[src/rtl/core/ssdt_pkg.sv]
`timescale 1ns / 1ps
`default_nettype none

package ssdt_pkg;

  localparam int MAX_SECTIONS_DEF = 16;
  localparam int IDX_W   = 4;
  localparam int TICK_W  = 10;
  localparam int MON_W   = 11;
  localparam int MASK_W  = 16;
  localparam int CFG_A_W = 3;
  localparam int CFG_D_W = 11;

  typedef enum logic [CFG_A_W-1:0] {
    REG_OFF_HOLD_EN  = 3'd0,
    REG_OFF_HOLD_TK  = 3'd1,
    REG_MAP_ON_TK    = 3'd2,
    REG_LA_OFF_EN    = 3'd3,
    REG_MAP_OFF_LA   = 3'd4,
    REG_MAP_OFF_HOLD = 3'd5
  } cfg_reg_t;

  typedef struct packed {
    logic                     off_hold_en;
    logic [TICK_W-1:0]        off_hold_ticks;
    logic signed [MON_W-1:0]  map_on_ticks;
    logic                     la_off_en;
    logic [TICK_W-1:0]        map_off_la;
    logic [TICK_W-1:0]        map_off_hold;
  } cfg_t;

  // per-section timer entry held in the timer memory
  typedef struct packed {
    logic [TICK_W-1:0]        hold;
    logic signed [MON_W-1:0]  map_on;
    logic [TICK_W-1:0]        map_off;
  } tmr_t;

  typedef struct packed {
    logic sec_on;
    logic map_on;
  } flg_t;

endpackage

`default_nettype wire

[src/rtl/core/ssdt_step.sv]
`timescale 1ns / 1ps
`default_nettype none

module ssdt_step (
  input  ssdt_pkg::cfg_t cfg,
  input  logic           on_req,
  input  ssdt_pkg::tmr_t tmr_i,
  input  ssdt_pkg::flg_t flg_i,
  output ssdt_pkg::tmr_t tmr_o,
  output ssdt_pkg::flg_t flg_o
);
  import ssdt_pkg::*;

  always_comb begin
    logic              son;
    logic              mp;
    logic [TICK_W-1:0] ht;
    logic signed [MON_W-1:0] mon;
    logic [TICK_W-1:0] moff;
    son  = flg_i.sec_on;
    mp   = flg_i.map_on;
    ht   = tmr_i.hold;
    mon  = tmr_i.map_on;
    moff = tmr_i.map_off;

    if (on_req) son = 1'b1;

    if (cfg.off_hold_en) begin
      if (on_req) ht = cfg.off_hold_ticks;
      if (ht != '0) ht = ht - TICK_W'(1);
      if (!on_req && ht == '0) son = 1'b0;
    end else if (!on_req) begin
      son = 1'b0;
    end

    if (on_req && !mp && mon == '0) begin
      mon = cfg.map_on_ticks;
    end else if (on_req && mp && moff > TICK_W'(1)) begin
      moff = '0;
      mon  = cfg.map_on_ticks;
    end

    if (cfg.la_off_en) begin
      if (!on_req && mp && moff == '0) moff = cfg.map_off_la;
    end else if (cfg.off_hold_en) begin
      if (!on_req && mp && moff == '0) moff = cfg.map_off_hold;
    end else begin
      moff = '0;
    end

    if (on_req) begin
      moff = '0;
      if (mon > MON_W'(signed'(2'sb01))) mon = mon - MON_W'(1);
      else mp = 1'b1;
    end else begin
      mon = '0;
      if (moff > TICK_W'(1)) moff = moff - TICK_W'(1);
      else mp = 1'b0;
    end

    tmr_o.hold    = ht;
    tmr_o.map_on  = mon;
    tmr_o.map_off = moff;
    flg_o.sec_on  = son;
    flg_o.map_on  = mp;
  end

endmodule

`default_nettype wire

[src/rtl/core/section_switch_delay_timers_core.sv]
// Section switch and mapping delay timers.
// Input channel (in_valid / in_stall): one item per section request, with the
// section index, the on/off request and a frame-end flag.
// Result channel (out_valid / out_stall): one result per input item, in order,
// with the section's on and mapping flags, the mapping mask over sections 0..15
// and, on frame end, whether the mask changed since the previous frame end.
// Configuration: cfg_we / cfg_index / cfg_wdata, one register per write; write
// only while the block is idle (a rule for the user; the block does not enforce it).
// An accepted item waits in the stage-2 registers; its result is computed
// combinationally and loaded into the result register once that register is free.
// Throughput: 1 item per cycle unless out_stall holds the result. Per-section
// timers sit in a one-port-read, one-port-write memory with a registered read;
// the read is issued at accept, the write-back when the result is loaded, with one-entry forwarding.
// Reset (rst_n low, synchronous) clears all flags, timer valid bits, the
// previous mask and the registers to their reset values; no clearing pass.
// When out_stall holds the result register, the item behind it waits and
// in_stall rises; nothing is dropped.
`timescale 1ns / 1ps
`default_nettype none

module section_switch_delay_timers_core #(
  parameter int MAX_SECTIONS = ssdt_pkg::MAX_SECTIONS_DEF
) (
  input  wire logic                          clk,
  input  wire logic                          rst_n,
  input  wire logic                          in_valid,
  output logic                               in_stall,
  input  wire logic [ssdt_pkg::IDX_W-1:0]    in_section_index,
  input  wire logic                          in_on_request,
  input  wire logic                          in_frame_end,
  output logic                               out_valid,
  input  wire logic                          out_stall,
  output logic                               out_section_active,
  output logic                               out_mapping_active,
  output logic [ssdt_pkg::MASK_W-1:0]        out_mapping_mask,
  output logic                               out_mask_changed,
  input  wire logic                          cfg_we,
  input  wire logic [ssdt_pkg::CFG_A_W-1:0]  cfg_index,
  input  wire logic [ssdt_pkg::CFG_D_W-1:0]  cfg_wdata
);
  import ssdt_pkg::*;

  localparam int AW = (MAX_SECTIONS > 1) ? $clog2(MAX_SECTIONS) : 1;
  localparam int MW = (MAX_SECTIONS < MASK_W) ? MAX_SECTIONS : MASK_W;

  cfg_t cfg_r;

  always_ff @(posedge clk) begin
    if (!rst_n) begin
      cfg_r.off_hold_en    <= 1'b0;
      cfg_r.off_hold_ticks <= '0;
      cfg_r.map_on_ticks   <= '0;
      cfg_r.la_off_en      <= 1'b0;
      cfg_r.map_off_la     <= TICK_W'(4);
      cfg_r.map_off_hold   <= '0;
    end else if (cfg_we) begin
      unique case (cfg_index)
        REG_OFF_HOLD_EN:  cfg_r.off_hold_en    <= cfg_wdata[0];
        REG_OFF_HOLD_TK:  cfg_r.off_hold_ticks <= cfg_wdata[TICK_W-1:0];
        REG_MAP_ON_TK:    cfg_r.map_on_ticks   <= signed'(cfg_wdata[MON_W-1:0]);
        REG_LA_OFF_EN:    cfg_r.la_off_en      <= cfg_wdata[0];
        REG_MAP_OFF_LA:   cfg_r.map_off_la     <= cfg_wdata[TICK_W-1:0];
        REG_MAP_OFF_HOLD: cfg_r.map_off_hold   <= cfg_wdata[TICK_W-1:0];
        default: ;
      endcase
    end
  end

  logic          in_acc;
  logic          in_inr;
  logic [AW-1:0] in_addr;

  logic          s2_vld_r;
  logic          s2_inr_r;
  logic [AW-1:0] s2_addr_r;
  logic          s2_on_r;
  logic          s2_fend_r;
  logic          s2_fire;

  tmr_t          mem [MAX_SECTIONS];
  logic [MAX_SECTIONS-1:0] ent_vld_r;
  tmr_t          rd_r;
  logic          rd_vld_r;

  logic          wb_vld_r;
  logic [AW-1:0] wb_addr_r;
  tmr_t          wb_r;

  logic [MAX_SECTIONS-1:0] son_r;
  logic [MAX_SECTIONS-1:0] son_nxt;
  logic [MAX_SECTIONS-1:0] map_r;
  logic [MAX_SECTIONS-1:0] map_nxt;
  logic [MASK_W-1:0]       prev_mask_r;
  logic [MASK_W-1:0]       mask_nxt;

  tmr_t tmr_cur;
  tmr_t tmr_new;
  flg_t flg_cur;
  flg_t flg_new;

  assign s2_fire  = s2_vld_r && (!out_valid || !out_stall);
  assign in_stall = s2_vld_r && !s2_fire;
  assign in_acc   = in_valid && !in_stall;
  assign in_inr   = 32'(in_section_index) < MAX_SECTIONS;
  assign in_addr  = AW'(in_section_index);

  always_ff @(posedge clk) begin
    if (!rst_n) begin
      s2_vld_r <= 1'b0;
    end else if (in_acc) begin
      s2_vld_r <= 1'b1;
    end else if (s2_fire) begin
      s2_vld_r <= 1'b0;
    end
  end

  always_ff @(posedge clk) begin
    if (in_acc) begin
      s2_inr_r  <= in_inr;
      s2_addr_r <= in_addr;
      s2_on_r   <= in_on_request;
      s2_fend_r <= in_frame_end;
    end
  end

  // timer memory: read at accept, write back when the result is loaded
  always_ff @(posedge clk) begin
    if (in_acc && in_inr) begin
      rd_r <= mem[in_addr];
    end
    if (s2_fire && s2_inr_r) begin
      mem[s2_addr_r] <= tmr_new;
    end
  end

  always_ff @(posedge clk) begin
    if (!rst_n) begin
      ent_vld_r <= '0;
      rd_vld_r  <= 1'b0;
      wb_vld_r  <= 1'b0;
    end else begin
      if (in_acc && in_inr) rd_vld_r <= ent_vld_r[in_addr];
      if (s2_fire && s2_inr_r) begin
        ent_vld_r[s2_addr_r] <= 1'b1;
        wb_vld_r             <= 1'b1;
      end
    end
  end

  always_ff @(posedge clk) begin
    if (s2_fire && s2_inr_r) begin
      wb_addr_r <= s2_addr_r;
      wb_r      <= tmr_new;
    end
  end

  always_comb begin
    if (wb_vld_r && wb_addr_r == s2_addr_r) tmr_cur = wb_r;
    else if (rd_vld_r) tmr_cur = rd_r;
    else tmr_cur = '0;
    flg_cur.sec_on = son_r[s2_addr_r];
    flg_cur.map_on = map_r[s2_addr_r];
  end

  ssdt_step u_step (
    .cfg    (cfg_r),
    .on_req (s2_on_r),
    .tmr_i  (tmr_cur),
    .flg_i  (flg_cur),
    .tmr_o  (tmr_new),
    .flg_o  (flg_new)
  );

  always_comb begin
    son_nxt = son_r;
    map_nxt = map_r;
    if (s2_inr_r) begin
      son_nxt[s2_addr_r] = flg_new.sec_on;
      map_nxt[s2_addr_r] = flg_new.map_on;
    end
    mask_nxt = '0;
    for (int j = 0; j < MW; j++) begin
      mask_nxt[j] = map_nxt[j];
    end
  end

  always_ff @(posedge clk) begin
    if (!rst_n) begin
      son_r       <= '0;
      map_r       <= '0;
      prev_mask_r <= '0;
      out_valid   <= 1'b0;
    end else begin
      if (s2_fire) begin
        son_r <= son_nxt;
        map_r <= map_nxt;
        if (s2_fend_r) prev_mask_r <= mask_nxt;
        out_valid <= 1'b1;
      end else if (!out_stall) begin
        out_valid <= 1'b0;
      end
    end
  end

  always_ff @(posedge clk) begin
    if (s2_fire) begin
      out_section_active <= s2_inr_r && flg_new.sec_on;
      out_mapping_active <= s2_inr_r && flg_new.map_on;
      out_mapping_mask   <= mask_nxt;
      out_mask_changed   <= s2_fend_r && (mask_nxt != prev_mask_r);
    end
  end

endmodule

`default_nettype wire
[config.mk]
export PLATFORM = sky130hd
export DESIGN_NAME = section_switch_delay_timers_core
export DESIGN_NICKNAME = d
export VERILOG_FILES = /design/src/rtl/core/ssdt_pkg.sv /design/src/rtl/core/ssdt_step.sv /design/src/rtl/core/section_switch_delay_timers_core.sv
export SDC_FILE = /design/constraint.sdc
export NUM_CORES = 1
export LEC_CHECK = 0
export BUFFER_PORTS_ARGS = -buffer_cell sky130_fd_sc_hd__buf_2
export CAP_MARGIN = 10
export CORE_ASPECT_RATIO = 0.6
export CORE_MARGIN = 3
export CORE_UTILIZATION = 40
export CTS_CLUSTER_SIZE = 12
export DETAILED_ROUTE_END_ITERATION = 10
export GPL_TIMING_DRIVEN = 1
export PLACE_DENSITY_LB_ADDON = 0.3
export SLEW_MARGIN = 10
export SYNTH_ARGS = -nofsm -noshare
export SYNTH_HDL_FRONTEND = slang
export SYNTH_SLANG_ARGS = --single-unit
[constraint.sdc]
create_clock -name clk -period 6.2 [get_ports clk]
set_clock_uncertainty 0.2 [all_clocks]
set_input_delay 0.31 -clock clk [delete_from_list [all_inputs] [get_ports clk]]
set_output_delay 0.31 -clock clk [all_outputs]
set_load 0.01 [all_outputs]
# --- After elaboration in Yosys (flattened, before gate mapping) ---
# Memories as Yosys holds them, arrays and structs flattened. A register that Yosys moved wholly into a read port is not among the register bits.
# Index checks and enable logic that the tools add are counted.
classes:
  addsub: 3
  mul: 0
  n_div: 0
  order_cmp: 6
  eq_ne: 8
  shifts: 0
  muxes: 42
  n_bitwise: 1
  n_reduce_logical: 33
op_table:
  columns: ["operator", "count"]
  rows:
  - ["$mux W10", 13]
  - ["$mux W31", 2]
  - ["$mux W11", 4]
  - ["$bwmux W16", 2]
  - ["$gt A10 B1 Y1 const B", 2]
  - ["$logic_not A10 Y1", 2]
  - ["$sub A10 B1 Y10 const B", 2]
  - ["$mux W1", 17]
  - ["$ne A16 B16 Y1", 1]
  - ["$or A16 B16 Y16", 1]
  - ["$reduce_and A2 Y1", 7]
  - ["$logic_and A1 B1 Y1", 13]
  - ["$bmux W1 S4", 3]
  - ["$gt A11 B2 Y1 const B", 1]
  - ["$logic_not A11 Y1", 1]
  - ["$sub A11 B2 Y11 const B", 1]
  - ["$lt A4 B5 Y1 const B", 2]
  - ["$reduce_bool A10 Y1", 1]
  - ["$eq A3 B2 Y1 const B", 2]
  - ["$eq A3 B3 Y1 const B", 2]
  - ["$logic_not A1 Y1", 6]
  - ["$demux W1 S4", 1]
  - ["$eq A4 B4 Y1", 1]
  - ["$ge A4 B1 Y1 const B", 1]
  - ["other kinds (5)", 5]
word_totals:
  regBits: 171
  latch_bits: 0
  ramBits: 496
  rom_bits: 0
  inputBits: 25
  out_inout_bits: 21
  elab_cells: 119
  n_memories: 1
mem_list:
  columns: ["name", "depth", "word_bits", "rd", "rd_ports_with_merged_regs", "wr", "line", "source"]
  rows:
  - ["mem", 16, 31, 1, 1, 1, "section_switch_delay_timers_core.sv:80", "tmr_t mem [MAX_SECTIONS];"]

# --- Longest topological paths before layout ---
# Gate-level depths: netlist (run 1).
logic_depth:
  depth_word: 18
  ltp_mapped: 20
  ltp_nobuf: 15

# --- Cells and area by module ---
# Synthesis (run 1) repeated with hierarchy kept, for this count alone.
unflattened:
  hier_cells: 1766
  hier_area_um2: 29052.9
modules_own_cells:
  columns: ["mod", "instances", "cells_each", "area_per_inst_um2", "seq_area_each_um2"]
  rows:
  - ["section_switch_delay_timers_core", 1, 1459, 27061.0, 19849.0]
  - ["ssdt_step", 1, 307, 1991.9, 0.0]

# --- Worst setup path after synthesis (run 1) ---
# No wires, ideal clock.
synth_timing:
  kind: "register -> register"
  from: "register s2_vld_r"
  to: "memory mem[15][0] in the netlist's numbering, enable pin"
  setup_time_ns: 0.424
  arrival_ns: 5.243
  path_slack_ns: 0.334
  path_stages_with_launch: 5
  path_buffers: 1
  period_less_slack_ns: 5.866
  cell_sequence: "dfxtp_1 > a21boi_1 > nand3_1 > clkbuf_1 > nor2_1"
synth_between:
  elab_chain_cells: 3
synth_rtl:
  columns: ["item", "line", "source"]
  rows:
  - ["start, declared", "section_switch_delay_timers_core.sv:73", "logic s2_vld_r;"]
  - ["start signal, assigned", "section_switch_delay_timers_core.sv:109", "s2_vld_r <= 1'b0;"]
  - ["start signal, assigned", "section_switch_delay_timers_core.sv:111", "s2_vld_r <= 1'b1;"]
  - ["start signal, assigned", "section_switch_delay_timers_core.sv:113", "s2_vld_r <= 1'b0;"]
  - ["$logic_and A1 B1 Y1", "section_switch_delay_timers_core.sv:101", "assign s2_fire = s2_vld_r && (!out_valid || !out_stall);"]
  - ["via s2_fire", "section_switch_delay_timers_core.sv:78", "logic s2_fire;"]
  - ["$mux W1", "section_switch_delay_timers_core.sv:131", "if (s2_fire && s2_inr_r) begin"]
  - ["$mux W1 (implied by the code)", "section_switch_delay_timers_core.sv:132", "mem[s2_addr_r] <= tmr_new;"]
  - ["end, declared", "section_switch_delay_timers_core.sv:80", null]
# The timed path passes the listed nets, and every way through them passes these cells.

==> results of run 1 <==
-- cell usage in the layout, fill, tap and decap left out, types with 20 or more instances in the layout --
master	instances
o21a_1	24
buf_2	43
a31oi_1	20
nor2_1	64
clkbuf_1	22
xnor2_1	23
nand2_1	190
nor3_1	32
clkbuf_16	70
nand2b_1	21
buf_4	60
a21boi_0	67
edfxtp_1	587
a21oi_1	44
and3_1	25
o21ai_0	86
nand3_1	26
dfxtp_1	111
mux4_2	166
-- cell type report --
cell class | count | area (um2) | share of cell area [%]
clock inverters | 11 | 120 | 0.362
well taps | 975 | 1220 | 3.67
flip-flops and latches | 698 | 19800 | 59.8
inverters | 16 | 60.1 | 0.181
clock buffers | 95 | 1880 | 5.65
multi-input cells | 1037 | 9200 | 27.7
repair buffers | 123 | 890 | 2.68
-- kinds of logic after synthesis --
family,count (synthesis)
flops,698
buf+inv,127
compound gates,352
simple gates,444
mux,198
xor+xnor,38
fa+ha+maj,5
-- metal layers --
layer | vias up | share of wire, % | GRT usage [%]
met1 | 9011 | 46 | 31.5
met3 | 112 | 9.3 | 4.58
met4 | 2 | 1.7 | 3.82
met5 | - | 0.013 | 0
met2 | 766 | 43 | 28.6
li1 | 7506 | - | -
-- power by group --
part | switching (W) | internal [W]
logic | 0.000396 | 0.000242
registers | 0.0000519 | 0.00516
clock network | 0.00173 | 0.00212
total | 0.00218 | 0.00752
-- stage by stage --
stage	util, %	worst slack (ps)	hold WS (ps)
2_1_floorplan	-	334	209
3_3_place_gp	42.9	801	243
3_5_place_dp	42.9	523	250
4_1_cts	45.9	458	42.7
5_1_grt	46.0	133	106
6_report	46.0	563	73.8
-- registers in the layout, indices dropped and copies added (netlist names), 4 cells and up --
name,flops
s2_addr_r,4
wb_addr_r,4
cfg_r,43
mem,496
rd_r,31
prev_mask_r,16
map_r,16
ent_vld_r,16
out_mapping_mask,16
wb_r,31
son_r,16
-- worst max-delay path, stage by stage, from the launching register on --
cell       delay [ps]
edfxtp_1          390
buf_4             400
mux2i_1           130
mux4_2            540
o32a_1            320
a21oi_1           230
a41o_1            170
buf_4             240
mux2i_1           390
ha_1              250
a21oi_1            50
nor4_1            290
mux2i_1           110
buf_4             180
o2111ai_1         190
nor2_1            120
xor2_1            170
o22ai_1           870
-- repair_timing --
action,in CTS,in global routing
gates resized for setup,0,1
hold buffers,17,0
endpoints found under the setup margin,0,6
hold endpoints to repair,47,0
-- worst max-delay path by stage --
| stage | cells after the start | from | slack (ps) | endpoint |
|---|---|---|---|---|
| 6_report | 17 | s2_addr_r[0] | 560 | mem[4][18] |
| 2_1_floorplan | 4 | s2_vld_r | 330 | mem[15][0] |
| 4_1_cts | 13 | s2_addr_r[2] | 460 | mem[15][9] |
| 3_5_place_dp | 13 | s2_addr_r[2] | 520 | mem[11][9] |
| 5_1_grt | 17 | s2_addr_r[0] | 130 | mem[4][18] |
| 3_3_place_gp | 13 | s2_addr_r[2] | 800 | mem[14][9] |
==> run_results.csv, run 1 <==
group,metric,value,unit
logic_synthesis,synth_top_area_cell,"edfxtp_1",
critical_path,worstPathArrival,5670,ps
placed_design,dp_hpwl,47300,um
critical_path,r2r_setup_slack,560,ps
logic_synthesis,ys_top_cells_by_count,"587 x edfxtp_1, 190 x nand2_1, 166 x mux4_2",
sta,finalSetupViolCount,0,
logic_synthesis,yosysWarnings,0,
grt,grt_max_degree,112,
sta,max_freq,0.177,GHz
placed_design,placed_cell_area,31000,um2
logic_synthesis,syn_area_per_cell,15.8,um2
logic_synthesis,synth_top_family_by_area,"multiplexers",
layout,fillCellCount,6281,
logic_synthesis,synth_edf_count,587,
power,irDropWorstVdd,225,uV
routing,drt_iter0_markers,2008,
logic_synthesis,yosysMostFrequentCell,"edfxtp_1",
logic_synthesis,ys_seq_elements,698,
layout,instances_no_fill,2955,
min_path,min_from,"cfg_index[1]",
sta,fin_crit_sh,90.9,%
sta,tightest_slew,1280,ps
layout,final_layout_size_suffix_gt1_share,21.1,%
logic_synthesis,synth_seq_area_share,67.6,%
sta,rsz0062_at_grt,"false",
logic_synthesis,ys_types,78,
cts,clkSinkCount,698,
floorplan,die_area,76800,um2
job,drv_cap,0,
cts,tritoncts,"yes",
placed_design,gp_congestion,0.917,
logic_synthesis,synth_xor_area_share,1.13,%
layout,final_area,33200,um2
cts,htreeDepth,3,
cts,worstSkewPairLatency,610,ps
cts,cts_made_buffers,69,
critical_path,reg2reg_from,"s2_addr_r[0]",
logic_synthesis,synthCells,1862,
grt,grt_usage,20.1,%
routing,drc,0,
power,p_per_area,292,nW/um2
layout,antennaDiodeCount,0,
logic_synthesis,synthSimpleGateAreaFrac,7.21,%
cts,clock_path_buffers,3,
routing,wirelength,77700,um
logic_synthesis,synth_mux_area_share,13.9,%
grt,grt_pass1_wl,114000,um
critical_path,worstSetupPathType,"register to register",
critical_path,timing.rr.end,"mem[4][18]",
routing,first_pass_iters,7,
logic_synthesis,synth_compound_area_share,8.23,%
critical_path,r2r_cells,17,
grt,grt_pass1_vias,16800,
logic_synthesis,synthArstFlopShare,0,%
power,finalPower,0.00971,W
floorplan,die_x,356,um
sta,hold_violations,0,
cts,cts-root-buf,"clkbuf_16",
power,leakagePower,11.0,nW
floorplan,fp.dieH,216,um
critical_path,cp-start-kind,"register",
layout,area_growth,13.0,%
cts,clkTransAtPathRegs,70,ps
logic_synthesis,mappedNetlistArea,29400,um2
sta,maxSlewHeadroom,14.2,%
grt,antenna_found_initial,3,
logic_synthesis,synthAdderAreaFrac,0.213,%
sta,slew_violations,0,
floorplan,coreArea,72300,um2
floorplan,initial_core_util,40.7,%
layout,fin_nets,1975,
min_path,holdCritPathClass,"input port to register",
min_path,min_path_cells,5,
floorplan,ios,46,
grt,grt-ovfl-total,0,
routing,ant_nets,0,
sta,min_period,5640,ps
cts,post_cts_buffers,0,
logic_synthesis,synthFlopType,"edfxtp_1",
routing,num_vias,17400,
routing,via_per_inst,5.89,
logic_synthesis,synth_area_leaders,"edfxtp_1 60%, mux4_2 13%, dfxtp_1 7.6%, nand2_1 2.4%, a21boi_0 1.7%",
placed_design,port_buffers,45,
critical_path,cp.required,6230,ps
routing,detail_route.wl_per_cell,26.3,um
placed_design,dp_cells,2830,
sta,tns,0,ps
critical_path,cp-end-kind,"register",
logic_synthesis,yosysTopAreaCellShare,60.0,%
floorplan,rows,76,
critical_path,crit_path_max_fanout,34,
logic_synthesis,syn_nets,1892,
min_path,min_to,"cfg_r[42]",
status,status,"finished clean",
Power figures use the tool's default switching activity.
==> run 2, diff against run 1 <==
--- a/config.mk
+++ b/config.mk
@@ -14,6 +14,7 @@
 export DETAILED_ROUTE_END_ITERATION = 10
 export GPL_TIMING_DRIVEN = 1
 export PLACE_DENSITY_LB_ADDON = 0.3
+export RECOVER_POWER = 25
 export SLEW_MARGIN = 10
 export SYNTH_ARGS = -nofsm -noshare
 export SYNTH_HDL_FRONTEND = slang
==> run 2 against run 1 <==
- the run now ends with capacitance limit, slew limit left
- combinational power rose by 3%
- maximum frequency down 0.13%
- utilization decreased by 0.19 points
- via count is essentially flat
- clock-buffer cell count did not move
- hold slack improved by 2.3 ps
- largest power group unchanged
==> run_results.csv, run 2 (synthesis gave the netlist of run 1 again) <==
group,metric,value,unit
layout,largest_register,"mem",
layout,final_cell_mix,"587 x edfxtp_1, 190 x nand2_1, 166 x mux4_2",
power,leakagePower,10.9,nW
routing,drt_iter0_markers,2008,
critical_path,worstSetupPathType,"register to register",
cts,cts-root-buf,"clkbuf_16",
cts,clock_path_buffers,3,
layout,top_regs,"mem: 496 flops, cfg_r: 43 flops",
sta,rsz0062_at_grt,"false",
floorplan,die_x,356,um
floorplan,initial_core_util,40.7,%
grt,grt_pass1_vias,16800,
layout,final_layout_size_suffix_gt1_share,19.1,%
sta,min_period,5640,ps
power,pwr-share-clk,39.6,%
floorplan,coreArea,72300,um2
layout,antennaDiodeCount,0,
grt,grt-ovfl-total,0,
routing,wirelength,77900,um
grt,grt_pass1_wl,114000,um
floorplan,ios,46,
layout,final_common_cell,"edfxtp_1",
sta,fin_crit_sh,91.0,%
cts,clkSinkCount,698,
grt,grt_max_degree,112,
sta,maxSlewHeadroom,-232,%
layout,area_growth,12.6,%
critical_path,slowest_stage,"a221oi_4",
critical_path,cp-end-kind,"register",
placed_design,post-place-ws,523,ps
cts,htreeDepth,3,
sta,finalSetupViolCount,0,
layout,final_area,33100,um2
critical_path,cp_slowest_stage_delay,830,ps
sta,hold_violations,0,
sta,tns,0,ps
floorplan,die_area,76800,um2
status,violations,"capacitance limit, slew limit",
critical_path,cp.required,6530,ps
routing,drc,0,
placed_design,gp_congestion,0.917,
routing,ant_nets,0,
critical_path,worstPathArrival,5970,ps
critical_path,crit_path_max_fanout,34,
grt,grt_usage,20.1,%
placed_design,port_buffers,45,
sta,fin_ws,556,ps
placed_design,placed_cell_area,31000,um2
layout,fin_nets,1975,
power,p_sw_share,22.4,%
critical_path,path_common_cell,"buf_4",
power,seqPwrFrac,53.7,%
critical_path,cp-start-kind,"register",
cts,cts_made_buffers,69,
routing,via_per_inst,5.89,
grt,antenna_found_initial,3,
cts,tritoncts,"yes",
sta,tightest_slew,4980,ps
power,internal_power,0.00754,W
status,status,"finished, violations left",
sta,slew_violations,568,
routing,detail_route.wl_per_cell,26.4,um
floorplan,fp.dieH,216,um
cts,worstSkewPairLatency,610,ps
cts,clkTransAtPathRegs,60,ps
critical_path,crit_chain,"buf_4, mux2i_1, mux4_2, o32a_1, a21oi_1, a41o_1, buf_4, mux2i_1, ha_1, a21oi_1, nor4_1, mux2i_1, buf_4, and2_1, a221oi_4, buf_4, nand2_1, a21boi_0",
power,p_per_area,294,nW/um2
power,combPwrFrac,6.7,%
placed_design,dp_hpwl,47300,um
layout,largest_register_ffs,496,
routing,num_vias,17400,
job,drv_cap,15,
floorplan,rows,76,
power,p_switching,0.00218,W
sta,timing.hold.ws,76.1,ps
cts,post_cts_buffers,0,
sta,max_freq,0.177,GHz
routing,first_pass_iters,5,
min_path,holdCritPathClass,"input port to register",
power,irDropWorstVdd,224,uV
run 2: cell type report:
class / count / area [um2]
timing repair buffer: 123 / 822
inverter: 16 / 60.1
clock buffer: 95 / 1880
clock inverter: 11 / 120
tap: 975 / 1220
multi-input combinational: 1037 / 9130
fill: 6307 / 39200
sequential: 698 / 19800
run 2: final timing paths:
check | start | to | slack, ps | cells after the start
min | cfg_index[1] | cfg_r[42] | 80 | 5
min reg2reg | ent_vld_r[7] | ent_vld_r[7] | 260 | 1
max | s2_addr_r[0] | map_r[10] | 560 | 18
max reg2reg | s2_addr_r[0] | map_r[10] | 560 | 18
run 2: repair_timing:
item / in CTS / in global routing
gates resized for setup: 0 / 1
endpoints found under the setup margin: 0 / 6
hold buffers: 17 / 0
hold endpoints to repair: 47 / 0
run 2: worst max-delay path: cells and delay by family, from the launching register on:
kind                     cells  cell delay (ps)
adder cells (fa/ha/maj)      1              240
AO/OA/AOI/OAI                6             1820
buffers and inverters        4             1180
flip-flops                   1              390
AND/OR/NAND/NOR              3              530
multiplexers                 4             1160
run 2: stage by stage:
stage	util, %	power, W	instances
2_1_floorplan	-	0.00571	1862
3_3_place_gp	42.9	0.00592	2830
4_1_cts	45.9	0.00977	2953
6_report	45.8	0.00972	2955
5_1_grt	45.8	0.0100	2955
3_5_place_dp	42.9	0.00594	2830
run 2: power groups by stage:
stage,clock (W),combinational (W),sequential [W]
2_1_floorplan,0,0.000421,0.00529
3_3_place_gp,0,0.000611,0.00531
3_5_place_dp,0,0.000622,0.00531
4_1_cts,0.00392,0.000633,0.00521
5_1_grt,0.00411,0.000704,0.00522
6_report,0.00385,0.000654,0.00522
run 2: per-layer routing:
metal | global-route usage [%] | vias to the layer above | part of all wire [%]
li1 | - | 7501 | -
met1 | 31.5 | 9026 | 46
met2 | 28.6 | 776 | 43
met3 | 4.58 | 103 | 9.2
met4 | 3.82 | 2 | 1.5
met5 | 0 | - | 0.013
==> run 3, diff against run 2 <==
--- a/config.mk
+++ b/config.mk
@@ -18,4 +18,5 @@
 export SLEW_MARGIN = 10
 export SYNTH_ARGS = -nofsm -noshare
 export SYNTH_HDL_FRONTEND = slang
+export SYNTH_HIERARCHICAL = 1
 export SYNTH_SLANG_ARGS = --single-unit
==> run 3 against run 2 <==
- the flow still finishes with violations (capacitance limit, slew limit)
- sequential share of layout area grew 0.098 points
- synthesized cell count shrank 5.2%
- power grew 0.35%
- worst setup slack lost 240 ps
- critical path type unchanged
- largest power group unchanged
==> run_results.csv, run 3 <==
group,metric,value,unit
status,status,"finished, violations left",
status,violations,"capacitance limit, slew limit",
floorplan,die_x,354,um
floorplan,rows,75,
floorplan,coreArea,70800,um2
layout,antennaDiodeCount,0,
min_path,holdCritPathClass,"input port to register",
layout,area_growth,13.7,%
floorplan,initial_core_util,41.0,%
routing,drc,0,
logic_synthesis,yosysMostFrequentCell,"edfxtp_1",
placed_design,post-place-ws,339,ps
grt,grt_max_degree,108,
logic_synthesis,ys_top_cells_by_count,"587 x edfxtp_1, 194 x nand2_1, 170 x mux4_2",
sta,rsz0062_at_grt,"false",
critical_path,r2r_setup_slack,320,ps
sta,maxSlewHeadroom,-198,%
min_path,min_path_cells,4,
grt,grt_pass1_wl,114000,um
logic_synthesis,yosysWarnings,6,
routing,via_per_inst,5.82,
routing,first_pass_iters,5,
cts,clkTransAtPathRegs,60,ps
sta,finalSetupViolCount,0,
layout,final_common_cell,"edfxtp_1",
sta,hold_violations,0,
power,leakagePower,10.9,nW
logic_synthesis,synth_top_area_cell,"edfxtp_1",
critical_path,worstPathArrival,6020,ps
sta,slew_violations,522,
critical_path,worstSetupPathType,"register to register",
critical_path,cp-start-kind,"register",
layout,final_layout_size_suffix_gt1_share,20.5,%
placed_design,port_buffers,45,
placed_design,gp_congestion,0.944,
logic_synthesis,syn_area_per_cell,16.5,um2
routing,drt_iter0_markers,2156,
critical_path,cp-end-kind,"register",
cts,htreeDepth,3,
critical_path,crit_buf_inv,3,
floorplan,fp.dieH,215,um
critical_path,crit_chain,"xnor2_1, nand2_1, nor4_4, buf_12, o21ai_0, nor4_2, a31o_2, a22oi_1, or3_1, inv_1, ha_1, nor2_1, nor4b_2, o211ai_1, buf_12, and4b_1, a22oi_1, o22ai_1, or4_1, o41a_1",
cts,cts-root-buf,"clkbuf_16",
critical_path,timing.rr.end,"out_mask_changed",
layout,fin_nets,1919,
critical_path,r2r_cells,20,
floorplan,die_area,76000,um2
layout,final_area,33000,um2
power,irDropWorstVdd,191,uV
logic_synthesis,mappedNetlistArea,29100,um2
logic_synthesis,synth_edf_count,587,
cts,post_cts_buffers,0,
power,p_per_area,296,nW/um2
critical_path,crit_path_max_fanout,41,
min_path,min_to,"cfg_r[42]",
routing,detail_route.wl_per_cell,27.0,um
placed_design,dp_hpwl,47900,um
critical_path,critical-path-top-delay-family,"simple AND/OR/NAND/NOR gates",
floorplan,ios,46,
layout,largest_register_ffs,496,
placed_design,placed_cell_area,30900,um2
cts,worstSkewPairLatency,600,ps
logic_synthesis,synth_seq_area_share,68.3,%
layout,top_regs,"mem: 496 flops, cfg_r: 43 flops",
cts,cts_made_buffers,69,
critical_path,critical_path_depth,20,
logic_synthesis,synth_area_leaders,"edfxtp_1 61%, mux4_2 13%, dfxtp_1 7.6%, nand2_1 2.5%, mux2i_1 1.9%",
logic_synthesis,yosysTopAreaCellShare,60.7,%
logic_synthesis,ys_seq_elements,698,
logic_synthesis,ys_types,76,
sta,tns,0,ps
logic_synthesis,syn_nets,1796,
routing,num_vias,16800,
routing,wirelength,78000,um
sta,timing.hold.ws,31.0,ps
critical_path,cp_slowest_stage_delay,560,ps
grt,antenna_found_initial,4,
sta,fin_crit_sh,94.9,%
cts,clock_path_buffers,3,
logic_synthesis,synthCells,1766,
logic_synthesis,synthArstFlopShare,0,%
power,finalPower,0.00976,W
critical_path,slowest_stage,"or4_1",
logic_synthesis,synthFlopType,"edfxtp_1",
sta,max_freq,0.170,GHz
grt,grt_usage,20.4,%
routing,ant_nets,0,
cts,clkSinkCount,698,
cts,tritoncts,"yes",
layout,largest_register,"mem",
critical_path,cp.required,6330,ps
sta,fin_ws,316,ps
grt,grt-ovfl-total,0,
layout,final_cell_mix,"587 x edfxtp_1, 194 x nand2_1, 170 x mux4_2",
min_path,min_from,"cfg_index[2]",
grt,grt_pass1_vias,16200,
sta,tightest_slew,4470,ps
critical_path,reg2reg_from,"s2_addr_r[1]",
sta,min_period,5880,ps
job,drv_cap,16,
layout,fillCellCount,6039,
run 3: cell types whose count changed in the layout (fill, tap and decap cells not counted), sizes merged, moves of 13 or more:
cell,change
and3,-20
a21oi,-20
nor2b,+33
o21ai,-20
clkbuf,+13
nand3,-17
a21boi,-19
a31oi,-14
buf,+30
nor2,-32
mux2i,+41
run 3: cells by family (layout without fill, tap and decap cells):
logic type	Yosys count	in the layout	share of synthesized area [%]
compound gates	254	254	6.02
xor+xnor	23	23	0.693
fa+ha+maj	5	5	0.215
buf+inv	128	292	1.87
flops	698	698	68.3
mux	239	239	15.6
simple gates	419	419	7.27
run 3: tightest hold or removal path: cells and delay by family:
family / cells / cell delay (ps)
buf+inv: 1 / 190
mux: 1 / 110
simple gates: 2 / 170
run 3: worst max-delay path by stage:
stage	startpoint	endpoint	slack [ps]
final	s2_addr_r[1]	out_mask_changed	320
after global routing	s2_addr_r[1]	out_mask_changed	2
after CTS	s2_addr_r[1]	out_mask_changed	300
after detailed placement	s2_addr_r[1]	out_mask_changed	340
after global placement	s2_addr_r[1]	out_mask_changed	400
after floorplan	s2_addr_r[1]	out_mask_changed	7
run 3: metal layers:
| layer | vias to the layer above | routed length, um | part of all wire [%] | track usage, % |
|---|---|---|---|---|
| met3 | 94 | 8010 | 10 | 6.97 |
| met2 | 738 | 31500 | 40 | 26.9 |
| met1 | 8773 | 37400 | 48 | 32.4 |
| met4 | 4 | 1030 | 1.3 | 3.77 |
| li1 | 7208 | - | - | - |
| met5 | - | 26 | 0.033 | 0 |
run 3: timing repair:
item,CTS,global route
endpoints found under the setup margin,0,1
resized for setup,0,1
hold buffers,19,0
endpoints found under the hold margin,51,0
run 3: power breakdown:
group | internal, W | switching [W]
Combinational | 0.000253 | 0.000372
Sequential | 0.00517 | 0.0000455
Clock | 0.00220 | 0.00172
Total | 0.00762 | 0.00214
run 3: per-stage QoR:
stage | utilization, % | instances
5_1_grt | 46.6 | 2892
3_3_place_gp | 43.7 | 2760
3_5_place_dp | 43.7 | 2760
6_report | 46.6 | 2892
4_1_cts | 46.8 | 2891
2_1_floorplan | - | 1766
run 3: cell type report:
cell class	instances	area, um2	area share (%)
clock buffers	106	1980	6.00
clock inverters	6	58.8	0.178
inverters	24	90.1	0.273
multi-input cells	940	8750	26.5
flip-flops and latches	698	19800	60.1
well taps	962	1200	3.64
repair buffers	156	1090	3.30
